==> src/rtl/core/lbl_pkg.sv <==
`default_nettype none

package lbl_pkg;

    localparam int BYTE_W     = 8;
    localparam int MODE_W     = 2;
    localparam int LED_WORD_W = 28;
    localparam int CFG_IDX_W  = 3;
    localparam int UPC_W      = 4;

    // Request codes carried in the mode field.
    localparam logic [MODE_W-1:0] MODE_LED_SET = 2'd0;
    localparam logic [MODE_W-1:0] MODE_INIT    = 2'd1;
    localparam logic [MODE_W-1:0] MODE_PACKET  = 2'd2;

    // Configuration register indexes.
    typedef enum logic [CFG_IDX_W-1:0] {
        REG_OP_LED_SET,
        REG_OP_LED_USER,
        REG_OP_IRQ_ON,
        REG_RSP_BUTTON,
        REG_RSP_ACK,
        REG_RSP_RESET
    } t_reg_idx;

    localparam logic [BYTE_W-1:0] FRAME_MARK = 8'h0F;
    localparam logic [BYTE_W-1:0] DP_BIT     = 8'h10;
    localparam logic [BYTE_W-1:0] BTN_ALL_UP = 8'hFF;

    typedef struct packed {
        logic [MODE_W-1:0]     mode;
        logic [LED_WORD_W-1:0] led_word;
        logic [BYTE_W-1:0]     pkt_first;
        logic [BYTE_W-1:0]     pkt_second;
        logic [BYTE_W-1:0]     pkt_third;
    } t_in_word;

    typedef struct packed {
        logic              byte_valid;
        logic [BYTE_W-1:0] tx_byte;
        logic              run_last;
        logic [BYTE_W-1:0] buttons;
        logic              was_busy;
    } t_out_word;

    // Microcode control word: what to send, whether the step repeats, and
    // whether it ends the program.
    typedef enum logic [2:0] {
        SRC_STATUS,
        SRC_IRQ_ON,
        SRC_LED_USER,
        SRC_LED_SET,
        SRC_FRAME_MARK,
        SRC_GLYPH_ZERO,
        SRC_STORE
    } t_src;

    typedef enum logic [1:0] {
        REP_NONE,
        REP_DIGITS,
        REP_STORE
    } t_rep;

    typedef enum logic [1:0] {
        FIN_NO,
        FIN_YES,
        FIN_IF_EMPTY
    } t_fin;

    typedef struct packed {
        t_src src;
        t_rep rep;
        t_fin fin;
    } t_uword;

    // Program entry points.
    localparam logic [UPC_W-1:0] UPC_STATUS = 4'd0;
    localparam logic [UPC_W-1:0] UPC_INIT   = 4'd1;
    localparam logic [UPC_W-1:0] UPC_LED    = 4'd6;
    localparam logic [UPC_W-1:0] UPC_RESET  = 4'd7;

    function automatic t_uword uc_fetch(input logic [UPC_W-1:0] upc);
        t_uword uw;
        case (upc)
            4'd0:    uw = '{SRC_STATUS,     REP_NONE,   FIN_YES};
            4'd1:    uw = '{SRC_IRQ_ON,     REP_NONE,   FIN_NO};
            4'd2:    uw = '{SRC_LED_USER,   REP_NONE,   FIN_NO};
            4'd3:    uw = '{SRC_LED_SET,    REP_NONE,   FIN_NO};
            4'd4:    uw = '{SRC_FRAME_MARK, REP_NONE,   FIN_NO};
            4'd5:    uw = '{SRC_GLYPH_ZERO, REP_DIGITS, FIN_YES};
            4'd6:    uw = '{SRC_STORE,      REP_STORE,  FIN_YES};
            4'd7:    uw = '{SRC_LED_USER,   REP_NONE,   FIN_NO};
            4'd8:    uw = '{SRC_IRQ_ON,     REP_NONE,   FIN_IF_EMPTY};
            4'd9:    uw = '{SRC_STORE,      REP_STORE,  FIN_YES};
            default: uw = '{SRC_STATUS,     REP_NONE,   FIN_YES};
        endcase
        return uw;
    endfunction

    function automatic logic [BYTE_W-1:0] glyph(input logic [3:0] digit);
        logic [BYTE_W-1:0] g;
        case (digit)
            4'h0:    g = 8'hE7;
            4'h1:    g = 8'h06;
            4'h2:    g = 8'hCB;
            4'h3:    g = 8'h8F;
            4'h4:    g = 8'h2E;
            4'h5:    g = 8'hAD;
            4'h6:    g = 8'hED;
            4'h7:    g = 8'h86;
            4'h8:    g = 8'hEF;
            4'h9:    g = 8'hAE;
            4'hA:    g = 8'hEE;
            4'hB:    g = 8'h6D;
            4'hC:    g = 8'hE1;
            4'hD:    g = 8'h4F;
            4'hE:    g = 8'hE9;
            default: g = 8'hE8;
        endcase
        return g;
    endfunction

    // Low nibble of the second byte, then the low nibble of the third with its
    // bits 1 and 2 swapped into bits 6 and 5.
    function automatic logic [BYTE_W-1:0] remap_buttons(input logic [BYTE_W-1:0] second,
                                                        input logic [BYTE_W-1:0] third);
        return {third[3], third[1], third[2], third[0], second[3:0]};
    endfunction

endpackage

`default_nettype wire

==> src/rtl/core/lbl_stream_if.sv <==
`default_nettype none

interface lbl_stream_if #(
    parameter type t_payload = logic
);
    logic     valid;
    logic     ready;
    t_payload payload;

    modport source (output valid, output payload, input ready);
    modport sink   (input valid, input payload, output ready);
endinterface

`default_nettype wire

==> src/rtl/core/led_button_link_controller.sv <==
`default_nettype none

// Channel   Dir  Word        Notes
// i_in      in   t_in_word   request or received packet, one per word
// o_out     out  t_out_word  one word per byte sent, or one status word
// i_cfg_*   in   8-bit data  register write, index 0..5, no read-back
//
// A word taken on i_in picks the program and updates the link state; the
// sequencer then loads one result word per cycle into the output register,
// unless o_out stalls, for N results (1 to DIGIT_COUNT + 4: six for a set-LED
// request, eight for an init or a replay, two for a replay of an empty frame).
// A stall on o_out holds the current step; i_in is taken again once the last
// word of a run is in the output register. Synchronous reset frees the link,
// clears the button byte and empties the replay frame.

module led_button_link_controller #(
    parameter int DIGIT_COUNT = 4
) (
    input  wire logic                         i_clk,
    input  wire logic                         i_rst_n,
    input  wire logic                         i_cfg_we,
    input  wire logic [lbl_pkg::CFG_IDX_W-1:0] i_cfg_idx,
    input  wire logic [lbl_pkg::BYTE_W-1:0]    i_cfg_data,
    lbl_stream_if.sink                        i_in,
    lbl_stream_if.source                      o_out
);
    import lbl_pkg::*;

    // The replay frame is the opcode, the frame mark and one segment byte
    // for each digit.
    localparam int STORE_DEPTH = DIGIT_COUNT + 2;
    localparam int CNT_W       = $clog2(STORE_DEPTH);
    localparam int LEN_W       = $clog2(STORE_DEPTH + 1);
    localparam int WIDE_W      = 32;

    // Configuration registers.
    logic [BYTE_W-1:0] r_op_led_set;
    logic [BYTE_W-1:0] r_op_led_user;
    logic [BYTE_W-1:0] r_op_irq_on;
    logic [BYTE_W-1:0] r_rsp_button;
    logic [BYTE_W-1:0] r_rsp_ack;
    logic [BYTE_W-1:0] r_rsp_reset;

    // Link state.
    logic [BYTE_W-1:0] r_buttons;
    logic              r_busy;
    logic [BYTE_W-1:0] r_store [STORE_DEPTH];
    logic [LEN_W-1:0]  r_len;

    // Sequencer.
    logic              r_run;
    logic [UPC_W-1:0]  r_upc;
    logic [CNT_W-1:0]  r_cnt;
    logic              r_was_busy;

    // Output register.
    logic              r_out_valid;
    t_out_word         r_out;

    t_in_word          w_in;
    logic              w_in_acc;
    logic              w_step;
    t_uword            w_uw;
    logic [LEN_W-1:0]  w_limit;
    logic              w_rep_done;
    logic              w_last;
    logic [BYTE_W-1:0] w_byte;
    logic [WIDE_W-1:0] w_wide;
    logic [BYTE_W-1:0] w_seg [DIGIT_COUNT];
    logic [UPC_W-1:0]  n_upc;
    logic              n_busy;
    logic              n_was_busy;

    assign w_in     = i_in.payload;
    assign w_in_acc = i_in.valid && !r_run;
    assign w_step   = r_run && (!r_out_valid || o_out.ready);

    assign i_in.ready    = !r_run;
    assign o_out.valid   = r_out_valid;
    assign o_out.payload = r_out;

    // Segment bytes of a set-LED request. Bits above the led_word field
    // read as zero, which matters only for wide displays.
    assign w_wide = {{(WIDE_W - LED_WORD_W){1'b0}}, w_in.led_word};

    always_comb begin
        for (int i = 0; i < DIGIT_COUNT; i++) begin
            w_seg[i] = w_wide[16 + i] ? glyph(w_wide[4 * i +: 4]) : '0;
            if (w_wide[24 + i]) begin
                w_seg[i] = w_seg[i] | DP_BIT;
            end
        end
    end

    // Dispatch: choose the program and the link state after this word.
    always_comb begin
        n_upc      = UPC_STATUS;
        n_busy     = r_busy;
        n_was_busy = 1'b0;
        unique case (w_in.mode) inside
            MODE_LED_SET, MODE_INIT: begin
                if (r_busy) begin
                    n_was_busy = 1'b1;
                end else begin
                    n_upc  = (w_in.mode == MODE_LED_SET) ? UPC_LED : UPC_INIT;
                    n_busy = 1'b1;
                end
            end
            MODE_PACKET: begin
                if (w_in.pkt_first == r_rsp_button) begin
                    n_upc = UPC_STATUS;
                end else if (w_in.pkt_first == r_rsp_ack) begin
                    n_busy = 1'b0;
                end else if (w_in.pkt_first == r_rsp_reset) begin
                    if (r_busy) begin
                        n_was_busy = 1'b1;
                    end else begin
                        n_upc  = UPC_RESET;
                        n_busy = 1'b1;
                    end
                end
            end
            default: begin
                n_upc = UPC_STATUS;
            end
        endcase
    end

    // Datapath driven by the current control word.
    assign w_uw = uc_fetch(r_upc);

    always_comb begin
        case (w_uw.rep)
            REP_DIGITS: w_limit = LEN_W'(DIGIT_COUNT - 1);
            REP_STORE:  w_limit = r_len - LEN_W'(1);
            default:    w_limit = '0;
        endcase
    end

    assign w_rep_done = (w_uw.rep == REP_NONE) || (LEN_W'(r_cnt) == w_limit);
    assign w_last     = w_rep_done &&
                        ((w_uw.fin == FIN_YES) ||
                         ((w_uw.fin == FIN_IF_EMPTY) && (r_len == '0)));

    always_comb begin
        case (w_uw.src)
            SRC_IRQ_ON:     w_byte = r_op_irq_on;
            SRC_LED_USER:   w_byte = r_op_led_user;
            SRC_LED_SET:    w_byte = r_op_led_set;
            SRC_FRAME_MARK: w_byte = FRAME_MARK;
            SRC_GLYPH_ZERO: w_byte = glyph(4'h0);
            SRC_STORE:      w_byte = r_store[r_cnt];
            default:        w_byte = '0;
        endcase
    end

    always_ff @(posedge i_clk) begin
        if (!i_rst_n) begin
            r_op_led_set  <= 8'd70;
            r_op_led_user <= 8'd73;
            r_op_irq_on   <= 8'd67;
            r_rsp_button  <= 8'd65;
            r_rsp_ack     <= 8'd64;
            r_rsp_reset   <= 8'd66;
            r_buttons     <= '0;
            r_busy        <= 1'b0;
            r_len         <= '0;
            r_run         <= 1'b0;
            r_upc         <= UPC_STATUS;
            r_cnt         <= '0;
            r_was_busy    <= 1'b0;
            r_out_valid   <= 1'b0;
        end else begin
            // The user must write registers only while the block is idle; the block itself does not enforce this.
            if (i_cfg_we) begin
                case (i_cfg_idx)
                    REG_OP_LED_SET:  r_op_led_set  <= i_cfg_data;
                    REG_OP_LED_USER: r_op_led_user <= i_cfg_data;
                    REG_OP_IRQ_ON:   r_op_irq_on   <= i_cfg_data;
                    REG_RSP_BUTTON:  r_rsp_button  <= i_cfg_data;
                    REG_RSP_ACK:     r_rsp_ack     <= i_cfg_data;
                    REG_RSP_RESET:   r_rsp_reset   <= i_cfg_data;
                    default: begin
                    end
                endcase
            end

            if (w_in_acc) begin
                r_run      <= 1'b1;
                r_upc      <= n_upc;
                r_cnt      <= '0;
                r_busy     <= n_busy;
                r_was_busy <= n_was_busy;
                if (n_upc == UPC_LED) begin
                    r_store[0] <= r_op_led_set;
                    r_store[1] <= FRAME_MARK;
                    for (int i = 0; i < DIGIT_COUNT; i++) begin
                        r_store[2 + i] <= w_seg[i];
                    end
                    r_len <= LEN_W'(STORE_DEPTH);
                end
                if (w_in.mode == MODE_PACKET) begin
                    if (w_in.pkt_first == r_rsp_button) begin
                        r_buttons <= remap_buttons(w_in.pkt_second, w_in.pkt_third);
                    end else if (n_upc == UPC_RESET) begin
                        r_buttons <= BTN_ALL_UP;
                    end
                end
            end

            if (w_step) begin
                r_out_valid <= 1'b1;
                if (!w_rep_done) begin
                    r_cnt <= r_cnt + CNT_W'(1);
                end else if (w_last) begin
                    r_run <= 1'b0;
                end else begin
                    r_upc <= r_upc + UPC_W'(1);
                    r_cnt <= '0;
                end
            end else if (o_out.ready) begin
                r_out_valid <= 1'b0;
            end
        end
    end

    // Output payload; needs no reset.
    always_ff @(posedge i_clk) begin
        if (w_step) begin
            r_out.byte_valid <= (w_uw.src != SRC_STATUS);
            r_out.tx_byte    <= w_byte;
            r_out.run_last   <= w_last;
            r_out.buttons    <= r_buttons;
            r_out.was_busy   <= (w_uw.src == SRC_STATUS) && r_was_busy;
        end
    end

endmodule

`default_nettype wire
==> src/flat_wrapper.sv <==
// flat-port wrapper written by rule: the top's interface ports become plain ports
module led_button_link_controller_flat import lbl_pkg::*;
#(
    parameter int DIGIT_COUNT = 4
)
  (i_clk, i_rst_n, i_cfg_we, i_cfg_idx, i_cfg_data, i_in_valid, i_in_payload, i_in_ready, o_out_valid, o_out_payload, o_out_ready);
  lbl_stream_if i_in_i ();
  lbl_stream_if o_out_i ();
  input  wire logic i_clk;
  input  wire logic i_rst_n;
  input  wire logic i_cfg_we;
  input  wire logic [lbl_pkg::CFG_IDX_W-1:0] i_cfg_idx;
  input  wire logic [lbl_pkg::BYTE_W-1:0] i_cfg_data;
  input wire logic [$bits(i_in_i.valid)-1:0] i_in_valid;
  input wire logic [$bits(i_in_i.payload)-1:0] i_in_payload;
  output wire logic [$bits(i_in_i.ready)-1:0] i_in_ready;
  output wire logic [$bits(o_out_i.valid)-1:0] o_out_valid;
  output wire logic [$bits(o_out_i.payload)-1:0] o_out_payload;
  input wire logic [$bits(o_out_i.ready)-1:0] o_out_ready;
  assign i_in_i.valid = i_in_valid;
  assign i_in_i.payload = i_in_payload;
  assign i_in_ready = i_in_i.ready;
  assign o_out_valid = o_out_i.valid;
  assign o_out_payload = o_out_i.payload;
  assign o_out_i.ready = o_out_ready;
  led_button_link_controller #(.DIGIT_COUNT(DIGIT_COUNT)) u_core (.i_clk(i_clk), .i_rst_n(i_rst_n), .i_cfg_we(i_cfg_we), .i_cfg_idx(i_cfg_idx), .i_cfg_data(i_cfg_data), .i_in(i_in_i), .o_out(o_out_i));
endmodule
==> config.mk <==
export PLATFORM = sky130hd
export DESIGN_NAME = led_button_link_controller_flat
export DESIGN_NICKNAME = d
export VERILOG_FILES = /design/src/rtl/core/lbl_pkg.sv /design/src/rtl/core/lbl_stream_if.sv /design/src/rtl/core/led_button_link_controller.sv /design/src/flat_wrapper.sv
export SDC_FILE = /design/constraint.sdc
export NUM_CORES = 1
export LEC_CHECK = 0
export ABC_AREA = 1
export BUFFER_PORTS_ARGS = -buffer_cell sky130_fd_sc_hd__buf_2
export CORE_MARGIN = 2
export CORE_UTILIZATION = 59
export DETAILED_ROUTE_END_ITERATION = 12
export GPL_ROUTABILITY_DRIVEN = 0
export PLACE_DENSITY = 0.8
export SLEW_MARGIN = 20
export SYNTH_ARGS = -nofsm -noshare
export SYNTH_HDL_FRONTEND = slang
export SYNTH_SLANG_ARGS = --single-unit
==> constraint.sdc <==
create_clock -name i_clk -period 5.2 [get_ports i_clk]
set_input_delay 0.52 -clock i_clk [delete_from_list [all_inputs] [get_ports i_clk]]
set_output_delay 0.52 -clock i_clk [all_outputs]
set_load 0.05 [all_outputs]
* After elaboration in Yosys (flattened, before gate mapping)
Memories as Yosys holds them, arrays and structs flattened. A register that Yosys moved wholly into a read port is not among the register bits. Index checks and enable logic that the tools add are counted. W data, S select, Z words.
Storage, ports and cells: bits in registers 13, bits in read-only memories 112, input port bits 17, memories 1
Cells by class: $add $sub $neg 3, eq/ne operators 6, muxes and demuxes 18, reductions and logical operators 15
Memories:
- (no name shown) | words 16, bits a word 7, read ports 1, clocked after Yosys merged registers in 1, wr ports 0, line lbl_pkg.sv:84 | case (upc)
Operators with widths (number):
- $mux W4 | 5
- $mux W3 | 5
- $mux W1 | 7
- $logic_not A3 Y1 | 2
- $pmux W3 S2 | 1
- $logic_and A1 B1 Y1 | 5
- $add A4 B1 Y4 const B | 1
- $eq A2 B1 Y1 const B | 2
- $eq A2 B2 Y1 const B | 2
- $add A3 B1 Y3 const B | 1
- $eq A3 B3 Y1 | 1
- $eq A3 B3 Y1 const B | 1
- $logic_or A1 B1 Y1 | 3
- $sub A2 B2 Y3 const B | 1
- $logic_not A1 Y1 | 2
- $logic_not A2 Y1 | 1
- $reduce_and A2 Y1 | 1
- $reduce_bool A2 Y1 | 1

* Logic depth before layout (Yosys ltp)
word-level depth 9, depth in mapped cells 16, mapped depth without buffers 16

* Worst setup path before layout
OpenSTA, ideal clock, no wires.
path kind reg2reg, start register u_core.w_uw[2] (netlist name), end register u_core.w_uw[0] (netlist name), arrival 1962 ps, setup slack 3118 ps, stages on the path, launching flop included 14, buffers on the path 0, clock period less this slack 2082 ps, cell sequence dfxtp_1 inv_1 ha_1 nor2_1 nor2_1 nor2_1 nand3_2 nand2_4 a21oi_1 nor2_1 inv_1 ha_1 nand2_1 nand3_1
On the way: longest elaborated chain between the ends 9, elaborated cells on any way between the ends 11
RTL lines:
- $eq A2 B2 Y1 / $eq A2 B1 Y1 (equally long branches) | line led_button_link_controller.sv:133 | case (w_uw.rep)
- $pmux W3 S2 | line led_button_link_controller.sv:133
- $eq A3 B3 Y1 | line led_button_link_controller.sv:140 | assign w_rep_done = (w_uw.rep == REP_NONE) || (LEN_W'(r_cnt) == w_limit);
- $logic_or A1 B1 Y1 * | line led_button_link_controller.sv:140
- $logic_and A1 B1 Y1 | line led_button_link_controller.sv:141 | assign w_last = w_rep_done &&
- $mux W4 | line led_button_link_controller.sv:215 | end else if (w_last) begin
- $mux W4 * | line led_button_link_controller.sv:213 | if (!w_rep_done) begin
- $mux W4 * | line led_button_link_controller.sv:211 | if (w_step) begin
- $mux W4 (no line) *
Every way passes the cells marked *; elsewhere a longest branch is shown, timed or not. A chain may end at the register's enable or synchronous reset.

* Worst setup path after layout
start register u_core.w_uw[3] (netlist name), end register u_core.w_uw[0] (netlist name)
On the way: longest elaborated chain between the ends 9, elaborated cells on any way between the ends 11
RTL lines (line):
- $eq A2 B2 Y1 / $eq A2 B1 Y1 (equally long branches) | led_button_link_controller.sv:133
- $pmux W3 S2 | led_button_link_controller.sv:133
- $eq A3 B3 Y1 | led_button_link_controller.sv:140
- $logic_or A1 B1 Y1 * | led_button_link_controller.sv:140
- $logic_and A1 B1 Y1 | led_button_link_controller.sv:141
- $mux W4 | led_button_link_controller.sv:215
- $mux W4 * | led_button_link_controller.sv:213
- $mux W4 * | led_button_link_controller.sv:211
- $mux W4 (no line) *
Marks and branches as above.

==> impl_metrics.csv <==
group,metric,value,unit
drt,post_drt_via_cell_ratio,4.87,
drt,drt_pass1_iterations,4,
logic_synthesis,synth_cell_types,27,
global_routing,grt-ovfl-total,0,
floorplan,die_area,2370,um^2
sta,worst_slew_pin_slew,0.312,ns
placement,dpl.hpwl,1510,um
floorplan,start_util,61.3,%
global_routing,grt_start_max_net_pins,12,
placement,placed_cell_area,1210,um^2
logic_synthesis,postSynthCellCount,139,
global_routing,antenna_found_initial,0,
floorplan,io_pins,20,
floorplan,rows,16,
clock_network,clock-sinks,20,
floorplan,dieWidth,48.7,um
logic_synthesis,synth_top_family_by_area,"simple AND/OR/NAND/NOR gates",
drt,drtAntennaViolNets,0,
sta,fin_crit_sh,44.7,%
sta,rsz0062_at_grt,"no",
logic_synthesis,yosys_register_bits,20,
drt,routed_wl,1860,um
clock_network,cts_tree,"yes",
placement,dp_worst_setup_slack,2.87,ns
logic_synthesis,synth_xor_area_share,2.23,%
sta,relSlewSlack,78.9,%
clock_network,cts_root_buffer,"clkbuf_4",
logic_synthesis,synth_area,1180,um^2
logic_synthesis,synthAdderAreaFrac,11.7,%
placement,port_buffers,6,
sta,fin_worst_skew,0.00142,ns
global_routing,grt_pass1_vias,803,
clock_network,ctsHtreeMaxLevel,1,
floorplan,coreArea,1920,um^2
logic_synthesis,synth_mux_area_share,0,%
cells_and_area,finalInstanceArea,1250,um^2
cells_and_area,fillers,169,
clock_network,clockBufferDepth,2,
logic_synthesis,synth_nets,167,
power_and_ir_drop,p_leak,0.616,nW
cells_and_area,nets,177,
floorplan,die_h,48.7,um
sta,hold_violations,0,
drt,drc,0,
logic_synthesis,synth_warnings,0,
sta,tns,0,ns
sta,fin_ws,2.88,ns
cells_and_area,area_growth,5.73,%
power_and_ir_drop,peakVddDrop,0.000182,V
setup_path,endpoint_kind,"register",
sta,maxSlewViolCount,0,
setup_path,start_kind,"register",
drt,via_count,852,
logic_synthesis,synth_compound_area_share,10.3,%
run,maxCapViolCount,0,
sta,setup_viol,0,
drt,drt-initial-drc-count,16,
logic_synthesis,synthSimpleGateAreaFrac,30.6,%
outcome,outcome,"complete, no violations",
clock_network,postCtsSetupBuffers,0,
setup_path,cp_data_arrival_time,2.51,ns
global_routing,grt_pass1_wl,3360,um
setup_path,cp.required,5.39,ns
logic_synthesis,ys_seq_area_share,34.8,%
power_and_ir_drop,powerDensity,287,nW/um^2
sta,max_freq,430,MHz
cells_and_area,seq_area,410,um^2
logic_synthesis,syn_avg_cell_area,8.48,um^2
drt,routedWlPerCell,10.6,um
cells_and_area,drive_above_1_share,22.3,%
clock_network,clkTransAtPathRegs,0.11,ns
worst_hold_path,hold_class,"register to register",
setup_path,cp_max_fo,8,
setup_path,criticalPathCategory,"register to register",
clock_network,clk_latency,0.29,ns
cells_and_area,diodes,0,
global_routing,grt_use_total,18.0,%
power_and_ir_drop,power,357,uW
cells_and_area,multi_input_area,646,um^2
sta,period_needed,2.32,ns
clock_network,cts_resized,0,
clock_network,cts_hold_buf,0,
clock_network,cts_buffers,3,
[path summary, 6_finish.rpt]
| kind | start | end | cells after the start | slack (ns) |
|---|---|---|---|---|
| setup / recovery | u_core.w_uw[3] | u_core.w_uw[0] | 14 | 2.88 |
| hold / removal | u_core.r_len[1] | u_core.r_len[1] | 2 | 0.48 |
| setup reg to reg | u_core.w_uw[3] | u_core.w_uw[0] | 14 | 2.88 |
| hold reg to reg | u_core.r_len[1] | u_core.r_len[1] | 2 | 0.48 |
[cell usage after synthesis]
master,n,share of area (%)
inv_1,22,7.0
nand2_1,22,7.0
dfxtp_1,19,32
nor2_1,13,4.1
ha_1,11,12
nand3_1,10,4.2
a21oi_1,8,3.4
nand2_4,5,4.8
nand3_2,4,3.4
o21ai_0,3,1.3
inv_2,2,0.64
nand2_2,2,1.1
o21ai_2,2,1.5
or2_2,2,1.1
xor2_1,2,1.5
a21oi_2,1,0.74
a21oi_4,1,1.4
a31oi_1,1,0.53
bufbuf_16,1,2.8
edfxtp_1,1,2.5
nand3_4,1,1.5
nor2_4,1,0.96
nor2_8,1,1.7
nor4b_1,1,0.74
o211ai_2,1,1.1
o21ai_1,1,0.42
xnor2_1,1,0.74
[flip-flops by register name, summed over array words and instances, names as in the netlist]
| signal | cells |
|---|---|
| u_core.w_uw | 7 |
| u_core.r_busy | 1 |
| u_core.r_was_busy | 1 |
| u_core.r_upc | 4 |
| u_core.r_len | 1 |
| u_core.o_out.valid | 1 |
| u_core.r_cnt | 3 |
| u_core.o_out.payload | 1 |
| u_core.r_run | 1 |
[worst max-delay path, stage by stage, from the launching register on]
cell     delay (ns)
dfxtp_1        0.36
inv_1          0.07
ha_1           0.34
nand2_1        0.07
inv_1          0.06
nor2_1         0.03
nor2_1         0.11
nand3_2        0.10
nand2_4        0.13
a21oi_1        0.10
nor2_1         0.27
inv_1          0.13
ha_1           0.30
nand2_1        0.06
nand3_1        0.07
[logic make-up (layout without fill, tap and decap cells)]
group                      Yosys count  after routing
DFF                                 20             20
and+or+nand+nor                     62             62
AOI/OAI and AO/OA                   18             18
xor gates and xnor gates             3              3
adders and majority gates           11             11
buffers and inverters               25             34
[cell usage in the layout (no fill, tap or decap)]
cell type / synthesis / layout
inv_1: 22 / 22
nand2_1: 22 / 22
dfxtp_1: 19 / 19
nor2_1: 13 / 13
ha_1: 11 / 11
nand3_1: 10 / 10
a21oi_1: 8 / 8
buf_2: 0 / 6
nand2_4: 5 / 5
nand3_2: 4 / 4
o21ai_0: 3 / 3
clkbuf_4: 0 / 3
inv_2: 2 / 2
xor2_1: 2 / 2
nand2_2: 2 / 2
o21ai_2: 2 / 2
or2_2: 2 / 2
a21oi_2: 1 / 1
nor2_4: 1 / 1
o211ai_2: 1 / 1
nand3_4: 1 / 1
a21oi_4: 1 / 1
xnor2_1: 1 / 1
o21ai_1: 1 / 1
nor2_8: 1 / 1
nor4b_1: 1 / 1
a31oi_1: 1 / 1
clkbuf_8: 0 / 1
edfxtp_1: 1 / 1
[layout make-up]
| type | count | share of cell area (%) |
|---|---|---|
| repair buffers | 6 | 2.41 |
| flip-flops and latches | 20 | 32.9 |
| well taps | 27 | 2.71 |
| multi-input cells | 94 | 51.8 |
| clock buffers | 4 | 2.91 |
| inverters | 24 | 7.23 |
[per-stage QoR]
| stage | hold slack (ns) | util, % | cells |
|---|---|---|---|
| after floorplan | 0.440 | - | 139 |
| after global placement | 0.454 | 63.0 | 171 |
| after detailed placement | 0.458 | 63.0 | 171 |
| after CTS | 0.475 | 64.8 | 175 |
| after global routing | 0.502 | 64.8 | 175 |
| final | 0.476 | 64.8 | 175 |
[routing by layer]
metal / track usage [%] / wire [um] / vias to the layer above
met4: 8.57 / 27 / 0
met2: 31.5 / 925 / 12
met3: 2.16 / 38 / 2
met5: 0 / 0 / -
met1: 21.7 / 870 / 384
li1: - / - / 454
[power by group]
part / internal [mW] / leakage [nW] / switching [mW] / total (mW)
logic: 0.0302 / 0.429 / 0.0615 / 0.0918
clock network: 0.0426 / 0.0210 / 0.0453 / 0.0879
registers: 0.169 / 0.165 / 0.00829 / 0.178
No activity file was read; power rests on OpenSTA's default activity.
